==> src/sv/srei_pkg.sv <==
package srei_pkg;

    localparam int COORD_W = 16;
    localparam int DIM_W   = COORD_W - 1;
    // coordinate differences against the far edges need two bits of growth
    localparam int DIF_W   = COORD_W + 2;
    localparam int PROD_W  = 2 * DIF_W;
    localparam int NUM_W   = PROD_W + 1;

    typedef struct packed {
        logic signed [COORD_W-1:0] seg_x0;
        logic signed [COORD_W-1:0] seg_y0;
        logic signed [COORD_W-1:0] seg_x1;
        logic signed [COORD_W-1:0] seg_y1;
        logic signed [COORD_W-1:0] rect_x;
        logic signed [COORD_W-1:0] rect_y;
        logic        [DIM_W-1:0]   rect_w;
        logic        [DIM_W-1:0]   rect_h;
    } t_seg_in;

    typedef struct packed {
        logic hit;
        logic hit_left;
        logic hit_right;
        logic hit_top;
        logic hit_bottom;
    } t_seg_out;

    // segment deltas and start point offsets from the rectangle edges
    typedef struct packed {
        logic signed [DIF_W-1:0] dx;
        logic signed [DIF_W-1:0] dy;
        logic signed [DIF_W-1:0] ax_l;
        logic signed [DIF_W-1:0] ax_r;
        logic signed [DIF_W-1:0] ay_t;
        logic signed [DIF_W-1:0] ay_b;
        logic signed [DIF_W-1:0] w;
        logic signed [DIF_W-1:0] h;
    } t_delta;

    typedef struct packed {
        logic signed [PROD_W-1:0] h_dx;
        logic signed [PROD_W-1:0] w_dy;
        logic signed [PROD_W-1:0] h_axl;
        logic signed [PROD_W-1:0] h_axr;
        logic signed [PROD_W-1:0] w_ayt;
        logic signed [PROD_W-1:0] w_ayb;
        logic signed [PROD_W-1:0] dx_ayt;
        logic signed [PROD_W-1:0] dx_ayb;
        logic signed [PROD_W-1:0] dy_axl;
        logic signed [PROD_W-1:0] dy_axr;
    } t_prod;

    typedef struct packed {
        logic num_en;
        logic flag_en;
    } t_test_en;

endpackage

==> src/sv/srei_delta.sv <==
module srei_delta
    import srei_pkg::*;
(
    input  logic   i_clk,
    input  logic   i_en,
    input  t_seg_in i_data,
    output t_delta o_delta
);

    t_delta r_delta;
    t_delta n_delta;
    logic signed [DIF_W-1:0] x0;
    logic signed [DIF_W-1:0] y0;
    logic signed [DIF_W-1:0] rx;
    logic signed [DIF_W-1:0] ry;

    always_comb begin
        x0 = DIF_W'(i_data.seg_x0);
        y0 = DIF_W'(i_data.seg_y0);
        rx = DIF_W'(i_data.rect_x);
        ry = DIF_W'(i_data.rect_y);
        n_delta.w    = $signed({{(DIF_W-DIM_W){1'b0}}, i_data.rect_w});
        n_delta.h    = $signed({{(DIF_W-DIM_W){1'b0}}, i_data.rect_h});
        n_delta.dx   = DIF_W'(i_data.seg_x1) - x0;
        n_delta.dy   = DIF_W'(i_data.seg_y1) - y0;
        n_delta.ax_l = x0 - rx;
        n_delta.ay_t = y0 - ry;
        // far edges sit at full precision, no wrap
        n_delta.ax_r = x0 - rx - n_delta.w;
        n_delta.ay_b = y0 - ry - n_delta.h;
    end

    always_ff @(posedge i_clk) begin
        if (i_en) begin
            r_delta <= n_delta;
        end
    end

    assign o_delta = r_delta;

endmodule

==> config.mk <==
export PLATFORM = sky130hd
export DESIGN_NAME = srei_delta
export DESIGN_NICKNAME = d
export VERILOG_FILES = /design/src/sv/srei_pkg.sv /design/src/sv/srei_delta.sv
export SDC_FILE = /design/constraint.sdc
export NUM_CORES = 1
export LEC_CHECK = 0
export BUFFER_PORTS_ARGS = -buffer_cell sky130_fd_sc_hd__buf_2
export CAP_MARGIN = 20
export CORE_MARGIN = 3
export CORE_UTILIZATION = 52
export CTS_CLUSTER_SIZE = 25
export DETAILED_ROUTE_END_ITERATION = 10
export GPL_TIMING_DRIVEN = 0
export PLACE_DENSITY = 0.93
export RECOVER_POWER = 25
export SLEW_MARGIN = 20
export SYNTH_ARGS = -nofsm -noshare
export SYNTH_HDL_FRONTEND = slang
export SYNTH_SLANG_ARGS = --single-unit
==> constraint.sdc <==
create_clock -name i_clk -period 5.1 [get_ports i_clk]
set_clock_uncertainty 0.2 [all_clocks]
set_input_delay 1.275 -clock i_clk [delete_from_list [all_inputs] [get_ports i_clk]]
set_output_delay 1.275 -clock i_clk [all_outputs]
set_load 0.02 [all_outputs]
# Yosys cells after proc, flatten, opt, wreduce, memory -nomap -nowiden
# Cells that the tools add are included.
[word_totals] register_bits=136 input_bits=128 wordCells=14
[classes] addsub=6
[op_table] op="$sub 16x16->17" count=4
[op_table] op="$sub 17x16->18" count=2

# Depth between registers and ports, before layout
# Gate-level depths: netlist of run 1.
[depth] depth_word=2 ltp_mapped=19

# Worst setup path before layout of run 1
# OpenSTA, ideal clock, no wires.
[synth_timing] path_type="input-to-reg" from="in i_data[110] (netlist name)" to="reg r_delta (netlist bit o_delta[88]) (data pin)" path_slack_ns=0.285 setup_time_ns=0.267 path_buffers=0 t_arrival_ns=4.348 cell_stages=19 cell_sequence="inv_1 -> ha_1 -> inv_1 -> fa_1 -> a21o_1 -> a21oi_1 -> o21ai_0 -> a21oi_1 -> o21bai_1 -> a21oi_1 -> xnor2_1 -> ha_1 -> nand2_1 -> nor2_1 -> a211oi_1 -> o21ai_1 -> a31o_2 -> a211oi_2 -> xnor2_1"
[synth_rtl] item="start: declaration" line="srei_delta.sv:6" text="input t_seg_in i_data,"
[synth_rtl] item="end signal: assignment" line="srei_delta.sv:35" text="r_delta <= n_delta;"
[synth_rtl] item="end: declaration" line="srei_delta.sv:10" text="t_delta r_delta;"

==> metrics.md, run 1 <==
| Metric | Value |
|---|---|
| Number of antenna violations at the first check in global routing | 0 |
| # rows | between 40 and 50 |
| P per Cell Area | approximately 400 mW/mm2 |
| DR iter-0 viols | between 500 and 600 |
| CTS Root Cell | clkbuf_16 |
| CTS max path bufs | 2 |
| Sequential fraction of the synthesis area | 0.466 |
| Top-level port count | 272 |
| Die H | between 100 and 150 um |
| CP max FO | 3 |
| Vias in the first global route | between 7000 and 8000 |
| Full die area | 0.0182 mm2 |
| Total grt overflow | 0 |
| # setup viols final | 0 |
| Starting Density | 0.537 |
| Min-Delay Path Class | input pin to flop |
| Share of cells above drive strength 1 | 0.265 |
| Area growth syn-to-layout | 25.8% |
| CTS tree | yes |
| Post-Place Cell Area | just over 0.01 mm2 |
| Die width | 135 um |
| Setup WS post-layout | around 0.24 ns |
| Layout filler cell count | between 1000 and 1500 |
| Crit path kind | input pin to flop |
| Slew Viols, Final | 59 |
| Core area | between 0.015 and 0.02 mm2 |
| Ant. Diodes | 0 |
| Relative slew slack | -1.28 |
| Max Cap Viol | 1 |
| Dominant synthesized flop cell | edfxtp_1 |
| Leakage | approximately 5.1 nW |
| Nets | 1330 |
| Worst EP arrival | around 4.8 ns |
| Non-filler cells, final | 1330 |
| Global-route wire length before repair | 34400 um |
| Fin. Hold Viols | 0 |
| Vias | 7107 |
| Drt total wl | 22300 um |
| RSZ-0062 raised after global routing | no |
| Clock-pin slew on the worst setup and hold paths | approximately 0.06 ns |
| Detail Placement HPWL | about 18000 um |
| TritonCTS Buffers | 17 |
| Post-synth EDFFs | approximately 130 |
| Share of Yosys cell area claimed by the top area cell type | 0.466 |
| Count of cell types in the netlist | 58 |
| Worst EP required | 5.06 ns |
| Pin count of the biggest net entering global routing | 77 |
| Vias/cell | 5.34 |
| Ys Warns | 0 |
| Worst VDD drop | ~0.23 mV |
| Worst-margin pin slew | approximately 3.4 ns |
| Top post-synthesis cells by count | edfxtp_1 (134), inv_1 (134), ha_1 (94) |
| GP Congestion | between 0.8 and 0.9 |
| Max reg flops | 134 |
| Flops & latches, synth | approximately 130 |
| CP startpoint kind | input pin |
| Outcome | finished, violations left |
| FMAX | 206 MHz |
| TritonRoute pass-1 iters | 5 |
| Aggregate global-route resource usage | 0.243 |
| Wire per inst | about 17 um |
| Antenna-violating nets left | 0 |
| Avg Inst Size Synth | 10.6 um2 |
| H-Tree Depth | 4 |
| CTS Hold Bufs | 0 |
| Synth top area cells | edfxtp_1 (47%), ha_1 (14%), inv_1 (5.8%) |
| Cells after Synth | roughly 810 |
| Final period util | 0.954 |
| Clk sinks | 134 |
| Post-Syn Area | around 0.0086 mm2 |
| Cell area after layout | around 0.011 mm2 |
| DRC | 0 |
| Cell total after placement | 1298 |
| Number of port buffers | around 270 |
| Pre-CTS setup slack | -0.354 ns |
| Leading area contributor after synthesis | edfxtp_1 |
| Crit path capture type | flop |
| FFs w/ async S/R, synth | 0 |
| Failing checks | max-capacitance violations, max-slew violations |
| Period minus WS final | just under 5 ns |
==> per-stage QoR <==
step / TNS (ns) / hold WS [ns] / power, mW / util
floorplan: 0 / 1.17 / 2.53 / -
global placement: -0.196 / 1.27 / 2.93 / 0.638
detailed placement: -1.18 / 1.27 / 2.99 / 0.640
CTS: 0 / 0.831 / 4.25 / 0.677
global route: 0 / 0.827 / 4.45 / 0.676
finish: 0 / 0.844 / 4.25 / 0.676
==> final cells by class <==
class                      instances  area, um2  area share
inverter                         134        503      0.0463
timing repair buffer             267       1330       0.122
buffer                            13       86.3     0.00795
sequential                       134       4020       0.371
multi-input combinational        535       4040       0.372
clock buffer                      17        425      0.0392
tap                              216        270      0.0249
clock inverter                    14        175      0.0161
==> logic make-up after synthesis <==
group,share of synthesized area
other,0.000435
AOI/OAI and AO/OA,0.147
adders and majority gates,0.150
xor gates and xnor gates,0.0770
DFF,0.466
buffers and inverters,0.0683
and+or+nand+nor,0.0872
muxes,0.00363
==> worst paths after layout <==
check                    from  slack (ns)  depth (start not counted)     endpoint
setup / recovery  i_data[110]        0.24                         20  o_delta[88]
hold / removal     i_data[16]        0.84                          1  o_delta[19]
==> cell usage in the layout (no fill, tap or decap), types with 12 or more instances in the layout <==
cell type	Yosys	routed
a21o_1	15	15
a21oi_1	57	56
buf_2	0	239
clkbuf_1	3	29
clkbuf_16	0	17
edfxtp_1	134	134
ha_1	94	94
inv_1	134	134
nand2_1	35	35
nor2_1	49	49
nor2b_1	14	14
nor3_1	19	19
o21ai_0	41	41
o21bai_1	12	12
xnor2_1	52	52
xor2_1	22	22
==> what timing repair did <==
action                                  4_1_cts  5_1_grt
endpoints found under the setup margin        0        3
gates resized for setup                       0        2
buffers inserted                              0        1
==> routing by layer <==
layer,vias to the layer above,GRT usage,share of wire
met1,3315,0.244,0.35
met2,318,0.470,0.54
met3,29,0.0816,0.097
met4,0,0.0696,0.017
li1,3445,-,-
met5,-,0,0
==> report_power, final <==
group / total [mW] / internal (mW) / switching (mW)
Combinational: 1.45 / 0.544 / 0.904
Clock: 1.26 / 0.771 / 0.487
Sequential: 1.54 / 1.49 / 0.0518
Total: 4.25 / 2.80 / 1.44
==> worst max-delay path, cell delays in order <==
cell      delay, ns
clkbuf_1       0.09
inv_1          0.05
ha_1           0.18
inv_1          0.07
fa_1           0.40
a21o_1         0.21
a21oi_2        0.19
o21ai_0        0.15
a21oi_1        0.24
o21bai_1       0.09
a21oi_1        0.19
xnor2_1        0.18
ha_1           0.32
nand2_1        0.12
nor2_1         0.06
a211oi_2       0.23
o21ai_1        0.16
a31o_2         0.30
a211oi_2       0.24
xnor2_1        0.09
(Power assumes the default switching activity.)
==> inputs of run 2 (changes only) <==
Settings changed: CORE_MARGIN 3 to unset.
==> run 2 against run 1 <==
The run still ends with max-capacitance violations, max-slew violations left. Die area is 5.8% lower. Largest power group unchanged. Final cell count hardly changed. Total power is 1.8% lower.
==> metrics.md, run 2 (synthesis gave the netlist of run 1 again) <==
| Metric | Value |
|---|---|
| CTS Root Cell | clkbuf_16 |
| Antenna-violating nets left | 0 (unchanged) |
| Top-level port count | 272 (unchanged) |
| Die width | 131 um (-3.0%) |
| Share of cells above drive strength 1 | 0.265 (+0.000659) |
| H-Tree Depth | 4 (unchanged) |
| Worst EP required | 5.05 ns (about the same) |
| Min-Delay Path Class | input pin to flop |
| Vias in the first global route | 7138 (+0.14%) |
| Total grt overflow | 0 (unchanged) |
| Most common cell after layout, fill and taps aside | buf_2 |
| GP Congestion | 0.851 (-5.4%) |
| Relative slew slack | -0.874 (+0.408) |
| Pin count of the biggest net entering global routing | 85 (+10%) |
| FMAX | 206 MHz (+0.22%) |
| Final period util | 0.952 (-0.00208) |
| CTS tree | yes |
| CTS Hold Bufs | 0 (unchanged) |
| Vias | 7168 (+0.86%) |
| Detail Placement HPWL | 17100 um (-3.9%) |
| TritonCTS Buffers | 17 (unchanged) |
| Fin. Hold Viols | 0 (unchanged) |
| Crit path kind | input pin to flop |
| Full die area | 0.0171 mm2 (-5.8%) |
| Leakage | 5.06 nW (-0.45%) |
| TritonRoute pass-1 iters | 5 (unchanged) |
| Most frequent cells in the layout | buf_2 (238), inv_1 (134), edfxtp_1 (134), ha_1 (94), a21oi_1 (55) |
| Post-Place Cell Area | 0.0103 mm2 (unchanged) |
| Clk sinks | 134 (unchanged) |
| Ant. Diodes | 0 (unchanged) |
| Clock-pin slew on the worst setup and hold paths | 0.07 ns (about the same) |
| Drt total wl | 21700 um (-2.8%) |
| Failing checks | max-capacitance violations, max-slew violations |
| Area growth syn-to-layout | 25.2% |
| Number of antenna violations at the first check in global routing | 0 (unchanged) |
| DR iter-0 viols | 399 (-24%) |
| DRC | 0 (unchanged) |
| P per Cell Area | 386 mW/mm2 (-1.3%) |
| Vias/cell | 5.39 (+0.78%) |
| Worst-margin pin slew | 2.81 ns (-0.612 ns) |
| CTS max path bufs | 2 (unchanged) |
| Final hold slack | 0.844 ns (+0.000193 ns) |
| Wire per inst | 16.3 um (-2.8%) |
| Worst VDD drop | 0.255 mV (+12%) |
| Max reg flops | 134 (unchanged) |
| CP startpoint kind | input pin |
| Die H | 131 um (-3.0%) |
| # setup viols final | 0 (unchanged) |
| Global-route wire length before repair | 32600 um (-5.2%) |
| Nets | 1330 (unchanged) |
| Number of port buffers | 265 (unchanged) |
| Outcome | finished, violations left |
| Cell area after layout | 0.0108 mm2 (-0.48%) |
| CP max FO | 4 (+1) |
| Max Cap Viol | 1 (unchanged) |
| Aggregate global-route resource usage | 0.253 (+0.0105) |
| # rows | 46 (unchanged) |
| Starting Density | 0.537 (unchanged) |
| Slew Viols, Final | 52 (-12%) |
| Crit path capture type | flop |
| Worst EP arrival | 4.81 ns (about the same) |
| Core area | 0.0161 mm2 (unchanged) |
| Period minus WS final | 4.85 ns (-0.0106 ns) |
[run 2: cell type report]
| type | instances | area, um2 |
|---|---|---|
| clock inverter | 15 | 145 |
| clock buffer | 17 | 425 |
| sequential | 134 | 4020 |
| buffer | 13 | 86.3 |
| inverter | 134 | 503 |
| fill | 1182 | 5260 |
| tap | 216 | 270 |
| multi-input combinational | 535 | 4040 |
| timing repair buffer | 267 | 1310 |
[run 2: through the flow]
stage | setup TNS (ns) | worst slack, ns | cells | total power, mW | util
5_1_grt | -0.000627 | -0.000627 | 1331 | 4.37 | 0.673
4_1_cts | 0 | 0.0500 | 1330 | 4.18 | 0.675
6_report | 0 | 0.247 | 1331 | 4.17 | 0.673
3_5_place_dp | -1.34 | -0.407 | 1298 | 2.98 | 0.640
2_1_floorplan | 0 | 0.285 | 816 | 2.53 | -
3_3_place_gp | -0.446 | -0.252 | 1297 | 2.92 | 0.638
[run 2: per-layer routing]
layer	wire (um)	vias up	track usage
met5	0	-	0
li1	-	3459	-
met1	7540	3280	0.242
met4	729	0	0.118
met2	11400	365	0.483
met3	2030	64	0.0843
[run 2: worst paths after layout]
check	start	endpoint	slack, ns	depth (start not counted)
worst max-delay path	i_data[94]	o_delta[51]	0.25	19
worst min-delay path	i_data[29]	o_delta[32]	0.84	1
[run 2: worst max-delay path, stage by stage]
cell,delay (ns)
clkbuf_1,0.09
inv_1,0.07
ha_1,0.15
inv_1,0.05
fa_1,0.40
a21o_1,0.19
a21oi_1,0.27
o21ai_0,0.23
a21oi_1,0.25
o21bai_1,0.10
a21oi_1,0.18
xnor2_1,0.17
ha_1,0.31
a21o_1,0.20
a21oi_1,0.26
o21ai_0,0.15
a21oi_1,0.14
o21ai_0,0.15
xnor2_1,0.19
[run 2: what timing repair did]
item | in CTS | in global routing
setup endpoints to repair | 0 | 4
setup buffers | 0 | 1
gates resized for setup | 0 | 3
[run 2: where the power goes]
| group | internal (mW) | switching, mW |
|---|---|---|
| clock | 0.681 | 0.512 |
| combinational | 0.542 | 0.899 |
| sequential | 1.49 | 0.0493 |
